[src/sv/ole_pkg.sv]
package ole_pkg;

  // Result position field width
  localparam int POS_W = 5;

  // Operation codes carried in the func field
  typedef enum logic [2:0] {
    FN_INS_FRONT  = 3'd0,
    FN_INS_END    = 3'd1,
    FN_INS_AFTER  = 3'd2,
    FN_INS_BEFORE = 3'd3,
    FN_DELETE     = 3'd4,
    FN_SEARCH     = 3'd5
  } func_t;

  // Result status codes
  typedef enum logic [1:0] {
    ST_DONE     = 2'd0,
    ST_EMPTY    = 2'd1,
    ST_NOTFOUND = 2'd2,
    ST_FULL     = 2'd3
  } status_t;

  typedef enum logic [2:0] {
    PTR_HOLD, PTR_ZERO, PTR_COUNT, PTR_INC, PTR_DEC
  } ptr_op_t;

  typedef enum logic [2:0] {
    POS_HOLD, POS_ZERO, POS_COUNT, POS_PTR, POS_PTR1
  } pos_op_t;

  typedef enum logic [1:0] {
    RD_PTR, RD_PREV, RD_NEXT
  } rd_sel_t;

  typedef enum logic [1:0] {
    WR_NONE, WR_MOVE, WR_VALUE
  } wr_op_t;

  typedef enum logic [1:0] {
    CNT_HOLD, CNT_INC, CNT_DEC
  } cnt_op_t;

  // Controller to datapath
  typedef struct packed {
    logic    load;
    ptr_op_t ptr_op;
    pos_op_t pos_op;
    rd_sel_t rd_sel;
    wr_op_t  wr_op;
    cnt_op_t cnt_op;
    logic    res_load;
    status_t res_status;
    logic    res_pos;
    logic    out_load;
  } cmd_t;

  // Datapath to controller
  typedef struct packed {
    func_t func;
    logic  empty;
    logic  full;
    logic  match;
    logic  at_pos;
    logic  at_last;
  } sts_t;

endpackage

[src/sv/ole_if.sv]
// Request channel: one list operation per transaction
interface ole_req_if;
  logic               valid;
  logic               ready;
  logic        [2:0]  func;
  logic signed [31:0] key;
  logic signed [31:0] value;

  modport source (output valid, func, key, value, input ready);
  modport sink   (input valid, func, key, value, output ready);
endinterface

// Response channel: one result per transaction
interface ole_rsp_if;
  logic       valid;
  logic       ready;
  logic [1:0] status;
  logic [4:0] position;

  modport source (output valid, status, position, input ready);
  modport sink   (input valid, status, position, output ready);
endinterface

[src/sv/ordered_list_engine_top.sv]
// Ordered list engine: holds up to DEPTH signed 32-bit entries in list order
// and applies one operation per request transaction (insert front, insert end,
// insert after or before the first entry equal to key, delete, search),
// answering with one response transaction carrying status and the 1-based
// search position. All entries sit in one memory with a single write port and
// a registered read port, so everything is sequenced through that port: a
// keyed operation scans entry by entry (read, then compare) up to and including
// the match, and an insert or delete then moves the entries behind the point of
// change one by one, plus a closing step that writes the new entry or drops the
// count. Every operation also passes through capture, decode and result
// hand-off; insert before and delete are the worst case, where scan and moves
// together cover the whole list. The hand-off waits for the previous response
// to leave. One request is worked on at a time; a new one is taken while the
// previous response still waits in the output register.
module ordered_list_engine_top
  import ole_pkg::*;
#(
  parameter int DEPTH = 16
) (
  input  logic   clk,
  input  logic   rst,
  ole_req_if.sink   req,
  ole_rsp_if.source rsp
);

  cmd_t cmd;
  sts_t sts;

  ole_ctrl u_ctrl (
    .clk       (clk),
    .rst       (rst),
    .req_valid (req.valid),
    .req_ready (req.ready),
    .rsp_valid (rsp.valid),
    .rsp_ready (rsp.ready),
    .sts       (sts),
    .cmd       (cmd)
  );

  ole_dp #(
    .DEPTH (DEPTH)
  ) u_dp (
    .clk      (clk),
    .rst      (rst),
    .cmd      (cmd),
    .sts      (sts),
    .func     (req.func),
    .key      (req.key),
    .value    (req.value),
    .status   (rsp.status),
    .position (rsp.position)
  );

endmodule

[src/sv/ole_ctrl.sv]
module ole_ctrl
  import ole_pkg::*;
(
  input  logic clk,
  input  logic rst,
  input  logic req_valid,
  output logic req_ready,
  output logic rsp_valid,
  input  logic rsp_ready,
  input  sts_t sts,
  output cmd_t cmd
);

  typedef enum logic [3:0] {
    S_IDLE, S_DECODE, S_SCAN_RD, S_SCAN_CMP, S_INS_CHK, S_INS_MV,
    S_DEL_CHK, S_DEL_MV, S_FINISH
  } state_t;

  state_t state, state_next;

  assign req_ready = (state == S_IDLE);

  // Next state and datapath commands
  always_comb begin
    state_next = state;
    cmd        = '0;
    cmd.res_status = ST_DONE;
    unique case (state)
      S_IDLE: begin
        if (req_valid) begin
          cmd.load   = 1'b1;
          state_next = S_DECODE;
        end
      end
      S_DECODE: begin
        unique case (sts.func)
          FN_INS_FRONT, FN_INS_END: begin
            if (sts.full) begin
              cmd.res_load   = 1'b1;
              cmd.res_status = ST_FULL;
              state_next     = S_FINISH;
            end else begin
              cmd.pos_op = (sts.func == FN_INS_FRONT) ? POS_ZERO : POS_COUNT;
              cmd.ptr_op = PTR_COUNT;
              state_next = S_INS_CHK;
            end
          end
          FN_INS_AFTER, FN_INS_BEFORE, FN_DELETE, FN_SEARCH: begin
            if (sts.empty) begin
              cmd.res_load   = 1'b1;
              cmd.res_status = ST_EMPTY;
              state_next     = S_FINISH;
            end else begin
              cmd.ptr_op = PTR_ZERO;
              state_next = S_SCAN_RD;
            end
          end
          default: begin
            cmd.res_load = 1'b1;
            state_next   = S_FINISH;
          end
        endcase
      end
      // Read the entry under the pointer
      S_SCAN_RD: begin
        cmd.rd_sel = RD_PTR;
        state_next = S_SCAN_CMP;
      end
      // Compare it against the key
      S_SCAN_CMP: begin
        if (sts.match) begin
          priority case (sts.func)
            FN_SEARCH: begin
              cmd.res_load = 1'b1;
              cmd.res_pos  = 1'b1;
              state_next   = S_FINISH;
            end
            FN_DELETE: begin
              state_next = S_DEL_CHK;
            end
            default: begin
              if (sts.full) begin
                cmd.res_load   = 1'b1;
                cmd.res_status = ST_FULL;
                state_next     = S_FINISH;
              end else begin
                cmd.pos_op = (sts.func == FN_INS_AFTER) ? POS_PTR1 : POS_PTR;
                cmd.ptr_op = PTR_COUNT;
                state_next = S_INS_CHK;
              end
            end
          endcase
        end else if (sts.at_last) begin
          cmd.res_load   = 1'b1;
          cmd.res_status = ST_NOTFOUND;
          state_next     = S_FINISH;
        end else begin
          cmd.ptr_op = PTR_INC;
          state_next = S_SCAN_RD;
        end
      end
      // Insert: move entries up one place from the tail down to the gap
      S_INS_CHK: begin
        if (sts.at_pos) begin
          cmd.wr_op    = WR_VALUE;
          cmd.cnt_op   = CNT_INC;
          cmd.res_load = 1'b1;
          state_next   = S_FINISH;
        end else begin
          cmd.rd_sel = RD_PREV;
          state_next = S_INS_MV;
        end
      end
      S_INS_MV: begin
        cmd.wr_op  = WR_MOVE;
        cmd.ptr_op = PTR_DEC;
        state_next = S_INS_CHK;
      end
      // Delete: close the gap by moving the entries behind it down
      S_DEL_CHK: begin
        if (sts.at_last) begin
          cmd.cnt_op   = CNT_DEC;
          cmd.res_load = 1'b1;
          state_next   = S_FINISH;
        end else begin
          cmd.rd_sel = RD_NEXT;
          state_next = S_DEL_MV;
        end
      end
      S_DEL_MV: begin
        cmd.wr_op  = WR_MOVE;
        cmd.ptr_op = PTR_INC;
        state_next = S_DEL_CHK;
      end
      // Hand the result to the output register once it is free
      S_FINISH: begin
        if (!rsp_valid || rsp_ready) begin
          cmd.out_load = 1'b1;
          state_next   = S_IDLE;
        end
      end
      default: state_next = S_IDLE;
    endcase
  end

  // State and output valid
  always_ff @(posedge clk) begin
    if (rst) begin
      state     <= S_IDLE;
      rsp_valid <= 1'b0;
    end else begin
      state <= state_next;
      if (cmd.out_load) begin
        rsp_valid <= 1'b1;
      end else if (rsp_ready) begin
        rsp_valid <= 1'b0;
      end
    end
  end

endmodule

[src/sv/ole_dp.sv]
module ole_dp
  import ole_pkg::*;
#(
  parameter int DEPTH = 16
) (
  input  logic               clk,
  input  logic               rst,
  input  cmd_t               cmd,
  output sts_t               sts,
  input  logic        [2:0]  func,
  input  logic signed [31:0] key,
  input  logic signed [31:0] value,
  output logic        [1:0]  status,
  output logic [POS_W-1:0]   position
);

  localparam int AW = $clog2(DEPTH);
  localparam int CW = $clog2(DEPTH + 1);

  logic        [2:0]  func_q;
  logic signed [31:0] key_q;
  logic signed [31:0] value_q;
  logic [CW-1:0]      count;
  logic [AW-1:0]      ptr;
  logic [AW-1:0]      pos;
  logic [AW-1:0]      rd_addr;
  logic [31:0]        rd_data;
  logic [31:0]        store [DEPTH];
  logic [31:0]        ptr_inc;
  status_t            res_status;
  logic [POS_W-1:0]   res_pos;

  assign ptr_inc = 32'(ptr) + 32'd1;

  // Status toward the controller
  assign sts.func    = func_t'(func_q);
  assign sts.empty   = (count == '0);
  assign sts.full    = (count == CW'(DEPTH));
  assign sts.match   = (rd_data == key_q);
  assign sts.at_pos  = (ptr == pos);
  assign sts.at_last = ((CW'(ptr) + CW'(1)) == count);

  // Read address select
  always_comb begin
    unique case (cmd.rd_sel)
      RD_PREV: rd_addr = ptr - AW'(1);
      RD_NEXT: rd_addr = ptr + AW'(1);
      default: rd_addr = ptr;
    endcase
  end

  // Entry memory: at most one write and one registered read per cycle
  always_ff @(posedge clk) begin
    if (cmd.wr_op == WR_MOVE) begin
      store[ptr] <= rd_data;
    end else if (cmd.wr_op == WR_VALUE) begin
      store[ptr] <= value_q;
    end
    rd_data <= store[rd_addr];
  end

  // Entry count
  always_ff @(posedge clk) begin
    if (rst) begin
      count <= '0;
    end else begin
      unique case (cmd.cnt_op)
        CNT_INC: count <= count + CW'(1);
        CNT_DEC: count <= count - CW'(1);
        default: count <= count;
      endcase
    end
  end

  // Item capture, pointer, insert position, results
  always_ff @(posedge clk) begin
    if (cmd.load) begin
      func_q  <= func;
      key_q   <= key;
      value_q <= value;
    end
    unique case (cmd.ptr_op)
      PTR_ZERO:  ptr <= '0;
      PTR_COUNT: ptr <= count[AW-1:0];
      PTR_INC:   ptr <= ptr + AW'(1);
      PTR_DEC:   ptr <= ptr - AW'(1);
      default:   ptr <= ptr;
    endcase
    unique case (cmd.pos_op)
      POS_ZERO:  pos <= '0;
      POS_COUNT: pos <= count[AW-1:0];
      POS_PTR:   pos <= ptr;
      POS_PTR1:  pos <= ptr_inc[AW-1:0];
      default:   pos <= pos;
    endcase
    if (cmd.res_load) begin
      res_status <= cmd.res_status;
      res_pos    <= cmd.res_pos ? ptr_inc[POS_W-1:0] : '0;
    end
    if (cmd.out_load) begin
      status   <= res_status;
      position <= res_pos;
    end
  end

endmodule

[src/flat_wrapper.sv]
// flat-port wrapper written by rule: the top's interface ports become plain ports
module ordered_list_engine_top_flat import ole_pkg::*;
#(
  parameter int DEPTH = 16
)
  (clk, rst, req_valid, req_func, req_key, req_value, req_ready, rsp_valid, rsp_status, rsp_position, rsp_ready);
  ole_req_if req_i ();
  ole_rsp_if rsp_i ();
  input  logic clk;
  input  logic rst;
  input wire logic [$bits(req_i.valid)-1:0] req_valid;
  input wire logic [$bits(req_i.func)-1:0] req_func;
  input wire logic [$bits(req_i.key)-1:0] req_key;
  input wire logic [$bits(req_i.value)-1:0] req_value;
  output wire logic [$bits(req_i.ready)-1:0] req_ready;
  output wire logic [$bits(rsp_i.valid)-1:0] rsp_valid;
  output wire logic [$bits(rsp_i.status)-1:0] rsp_status;
  output wire logic [$bits(rsp_i.position)-1:0] rsp_position;
  input wire logic [$bits(rsp_i.ready)-1:0] rsp_ready;
  assign req_i.valid = req_valid;
  assign req_i.func = req_func;
  assign req_i.key = req_key;
  assign req_i.value = req_value;
  assign req_ready = req_i.ready;
  assign rsp_valid = rsp_i.valid;
  assign rsp_status = rsp_i.status;
  assign rsp_position = rsp_i.position;
  assign rsp_i.ready = rsp_ready;
  ordered_list_engine_top #(.DEPTH(DEPTH)) u_core (.clk(clk), .rst(rst), .req(req_i), .rsp(rsp_i));
endmodule
[config.mk]
export PLATFORM = sky130hd
export DESIGN_NAME = ordered_list_engine_top_flat
export DESIGN_NICKNAME = d
export VERILOG_FILES = /design/src/sv/ole_pkg.sv /design/src/sv/ole_if.sv /design/src/sv/ordered_list_engine_top.sv /design/src/sv/ole_ctrl.sv /design/src/sv/ole_dp.sv /design/src/flat_wrapper.sv
export SDC_FILE = /design/constraint.sdc
export NUM_CORES = 1
export LEC_CHECK = 0
export ABC_AREA = 1
export BUFFER_PORTS_ARGS = -buffer_cell sky130_fd_sc_hd__buf_4
export CORE_MARGIN = 10
export CORE_UTILIZATION = 50
export DETAILED_ROUTE_END_ITERATION = 10
export PLACE_DENSITY = 0.68
export SYNTH_ARGS = -nofsm -noshare
export SYNTH_HDL_FRONTEND = slang
export SYNTH_SLANG_ARGS = --single-unit
[constraint.sdc]
create_clock -name clk -period 5.6 [get_ports clk]
set_input_delay 0.28 -clock clk [delete_from_list [all_inputs] [get_ports clk]]
set_output_delay 0.28 -clock clk [all_outputs]
set_load 0.05 [all_outputs]
==> metrics.csv <==
metric;value;unit
Final GP Congestion;0.850;
initial DRC count;1516;
Sink Count;643;
total grt overflow;0;
Setup Fix Bufs, Post-CTS;0;
Comb pwr share;9.7;%
Slew Limit Fails;0;
Internal;8.40;mW
Leak;10.3;nW
final wirelength;62600;um
number of synthesized flops with an enable pin;601;
Tot GR Track Use;19.6;%
CP most frequent cell;o211ai_1;
slowest CP cell;o21ai_4;
Post-CTS Resized;0;
Synthesized Nets;2031;
routed length per instance;22.1;um
largest cells by area after synthesis;edfxtp_1, o211ai_1, dfxtp_1;
Crit path max-delay family;buffers and inverters;
Synth Area in Compound Gates;11.0;%
CTS max path bufs;3;
worst hold path type;input port to flip-flop;
die area;62400;um2
critical path buffer and inverter count;6;
NumNets Final;2174;
dpl hpwl;33500;um
starting density of the core;50.3;%
CP Class;flip-flop to flip-flop;
post-synth top area cell;edfxtp_1;
post-synthesis adder-cell area fraction;0.787;%
number of max-cap violations;0;
net switching power;2.55;mW
Ports;80;
DRC errors left;0;
largest family of logic cells by synthesized area;compound AO/OA/AOI/OAI gates;
Post-Syn Area;26400;um2
outcome;finished clean;
Die Y-Extent;250;um
top layer in use;met4;
switch share;23.3;%
Fill cells;4012;
Met2 Wirelength;29800;um
Fmax;0.216;GHz
max incr delay on CP;710;ps
CP cell instances;inv_6, ha_1, inv_2, nand2_1, nand4_1, nor2_1, nand3_1, nor2_4, nor2_2, inv_1, ha_1, inv_2, o21ai_4, inv_8, buf_4, o211ai_1, o211ai_1, o211ai_1, nand2_1;
fin worst setup slack;966;ps
Unique masters post-synth;44;
relative slew slack;22.6;%
worst vdd ir;0.291;mV
Seq/Total Area, Yosys;71.5;%
Clk pwr share;38.9;%
CTS tree;yes;
Mapped Cells;1944;
RSZ-0062 raised after global routing;no;
routed via count;16202;
Simple-Gate Fraction of Synth Area;10.3;%
CTS H-tree lvls;3;
vias in the first global route;15952;
Ant. Diodes;0;
Post-synth ARST share;0;%
Yosys reg bits;643;
clk_lat worst skew;590;ps
register area;18900;um2
wire length on met3;5160;um
final setup vio count;0;
Tmin final;4630;ps
core area;52400;um2
post-synthesis mux area share;1.07;%
Flop pwr share;51.5;%
worst endpoint required time;6060;ps
first-pass GRT wire length;94700;um
Clock Skew;19.6;ps
Crit. End Element;flip-flop;
syn_area_per_cell;13.6;um2
Worst Path Max Fanout;114;
DP Cell Count;2637;
fin util;58.1;%
top cell type's share of synthesized area;68.4;%
Area growth syn-to-layout;15.5;%
initial antenna violation count;0;
Hold Vio Cnt, Final;0;
area of the multi-input gates;6590;um2
ys flop type;edfxtp_1;
Cell Pwr Density;359;nW/um2
pin count of the biggest net entering global routing;224;
Finished Layout Cells;2828;
vias per cell;5.73;
Post-Synth XOR/XNOR Area;1.16;%
TritonCTS Buffers;67;
Core Rows;84;
Final period util;82.8;%
setup tns final;0;ps
Port Buffer Count;79;
Die X;250;um
Design Area, Final;30500;um2
Critical Path Start Type;flip-flop;
Routed Antenna Nets;0;
M1 WL;26000;um
clock root cell;clkbuf_16;
Placed Area;27700;um2
Reg clk slew, reported paths;60;ps
Setup Slack @ Placement;1070;ps
share of cells above drive strength 1;16.7;%
worst-margin pin slew;1160;ps
CP Data Arrival Time;5100;ps
YS warnings;0;
drt pass-1 iters;5;
## worst reg2reg max path, stage by stage, from the launching register on
cell and delay (ps):
edfxtp_1 640, inv_6 110, ha_1 370, inv_2 120, nand2_1 60, nand4_1 100, nor2_1 70, nand3_1 110
nor2_4 50, nor2_2 170, inv_1 70, ha_1 290, inv_2 120, o21ai_4 710, inv_8 420, buf_4 550
o211ai_1 230, o211ai_1 120, o211ai_1 140, nand2_1 70
## cell usage in the layout, fill, tap and decap left out, types with 4 or more instances in the layout
cell type      count
edfxtp_1         601
o211ai_1         237
nand2_1          195
nor2_1           115
buf_4            112
inv_1            107
nand3_1           96
o21ai_0           73
clkbuf_16         71
dlygate4sd3_1     69
o21ai_1           62
or2_1             60
or2_2             59
dfxtp_1           42
xnor2_1           31
o211ai_2          26
mux2_2            25
clkbuf_1          21
nor2_4            17
or2_0             14
ha_1              14
clkinv_1          12
nand4_1            8
nor3_1             8
inv_2              8
clkbuf_8           7
clkinv_2           7
a21oi_1            5
xor2_1             4
o21ai_4            4
a211oi_1           4
## path summary, 6_finish.rpt
| check | end | slack, ps | startpoint | depth (start not counted) |
|---|---|---|---|---|
| worst max-delay path | u_core.u_dp.rd_data[10] | 970 | u_core.u_dp.ptr[0] | 19 |
| worst min register to register | u_core.u_dp.position[3] | 420 | u_core.u_dp.res_pos[3] | 0 |
| worst min-delay path | u_core.u_ctrl.state[0] | 180 | req_valid | 5 |
| worst max register to register | u_core.u_dp.rd_data[10] | 970 | u_core.u_dp.ptr[0] | 19 |
## kinds of logic after synthesis
logic type                 count (synthesis)
AOI/OAI and AO/OA                        414
xor gates and xnor gates                  35
adders and majority gates                 16
buffers and inverters                    228
DFF                                      643
muxes                                     25
and+or+nand+nor                          583
## area by class of cell
type / count / share of cell area, %
Timing Repair Buffer: 184 / 5.22
Clock inverter: 23 / 0.513
Clock buffer: 99 / 6.40
Tap cell: 688 / 2.82
Inverter: 118 / 1.50
Multi-Input combinational cell: 1073 / 21.6
Sequential cell: 643 / 61.9
## sequential cells by signal (all words and copies together) (netlist names), 5 cells and up
signal / flops
u_core.u_dp.key_q: 32
u_core.u_dp.value_q: 32
u_core.u_dp.store: 512
u_core.u_dp.rd_data: 32
u_core.u_dp.res_pos: 5
u_core.u_dp.position: 5
u_core.u_dp.count: 5
## per-layer routing
metal / vias to the layer above / track usage, %
met5: - / 0
li1: 7460 / -
met4: 0 / 7.08
met1: 7972 / 26.1
met3: 110 / 3.88
met2: 660 / 31.5
## metrics by stage
stage / hold slack, ps / total power, mW
floorplan: 379 / 6.40
CTS: 143 / 11.0
finish: 180 / 11.0
global route: 233 / 11.3
global placement: 401 / 6.72
detailed placement: 405 / 6.75
## synthesized netlist by cell type (2+ instances only)
cell type and count:
or2_2 59, o21ai_0 75, or2_1 60, a21oi_1 5, ha_1 15, buf_2 38, o211ai_1 237, inv_1 107
inv_2 10, o21ai_1 60, nor3_1 9, nand2_2 2, buf_6 17, nor2_1 131, xor2_1 4, o21ai_2 3
clkbuf_2 6, xnor2_1 31, or2_0 14, clkbuf_1 41, dfxtp_1 42, o211ai_2 26, buf_4 6, mux2_2 25
nor2_2 3, edfxtp_1 601, nand3_1 96, a211oi_1 4, nand2_1 195, nand4_1 8
## timing repair
action | CTS | global route
endpoints found under the setup margin | 0 | 0
endpoints found under the hold margin | 74 | 0
hold buffers | 69 | 0
## power groups by stage
stage	registers, mW	clock network [mW]	logic [mW]
final	5.63	4.26	1.06
after global placement	5.73	0	0.989
after global routing	5.64	4.54	1.17
after floorplan	5.71	0	0.689
after detailed placement	5.73	0	1.02
after CTS	5.63	4.33	1.06
No activity file was read; power rests on OpenSTA's default activity.
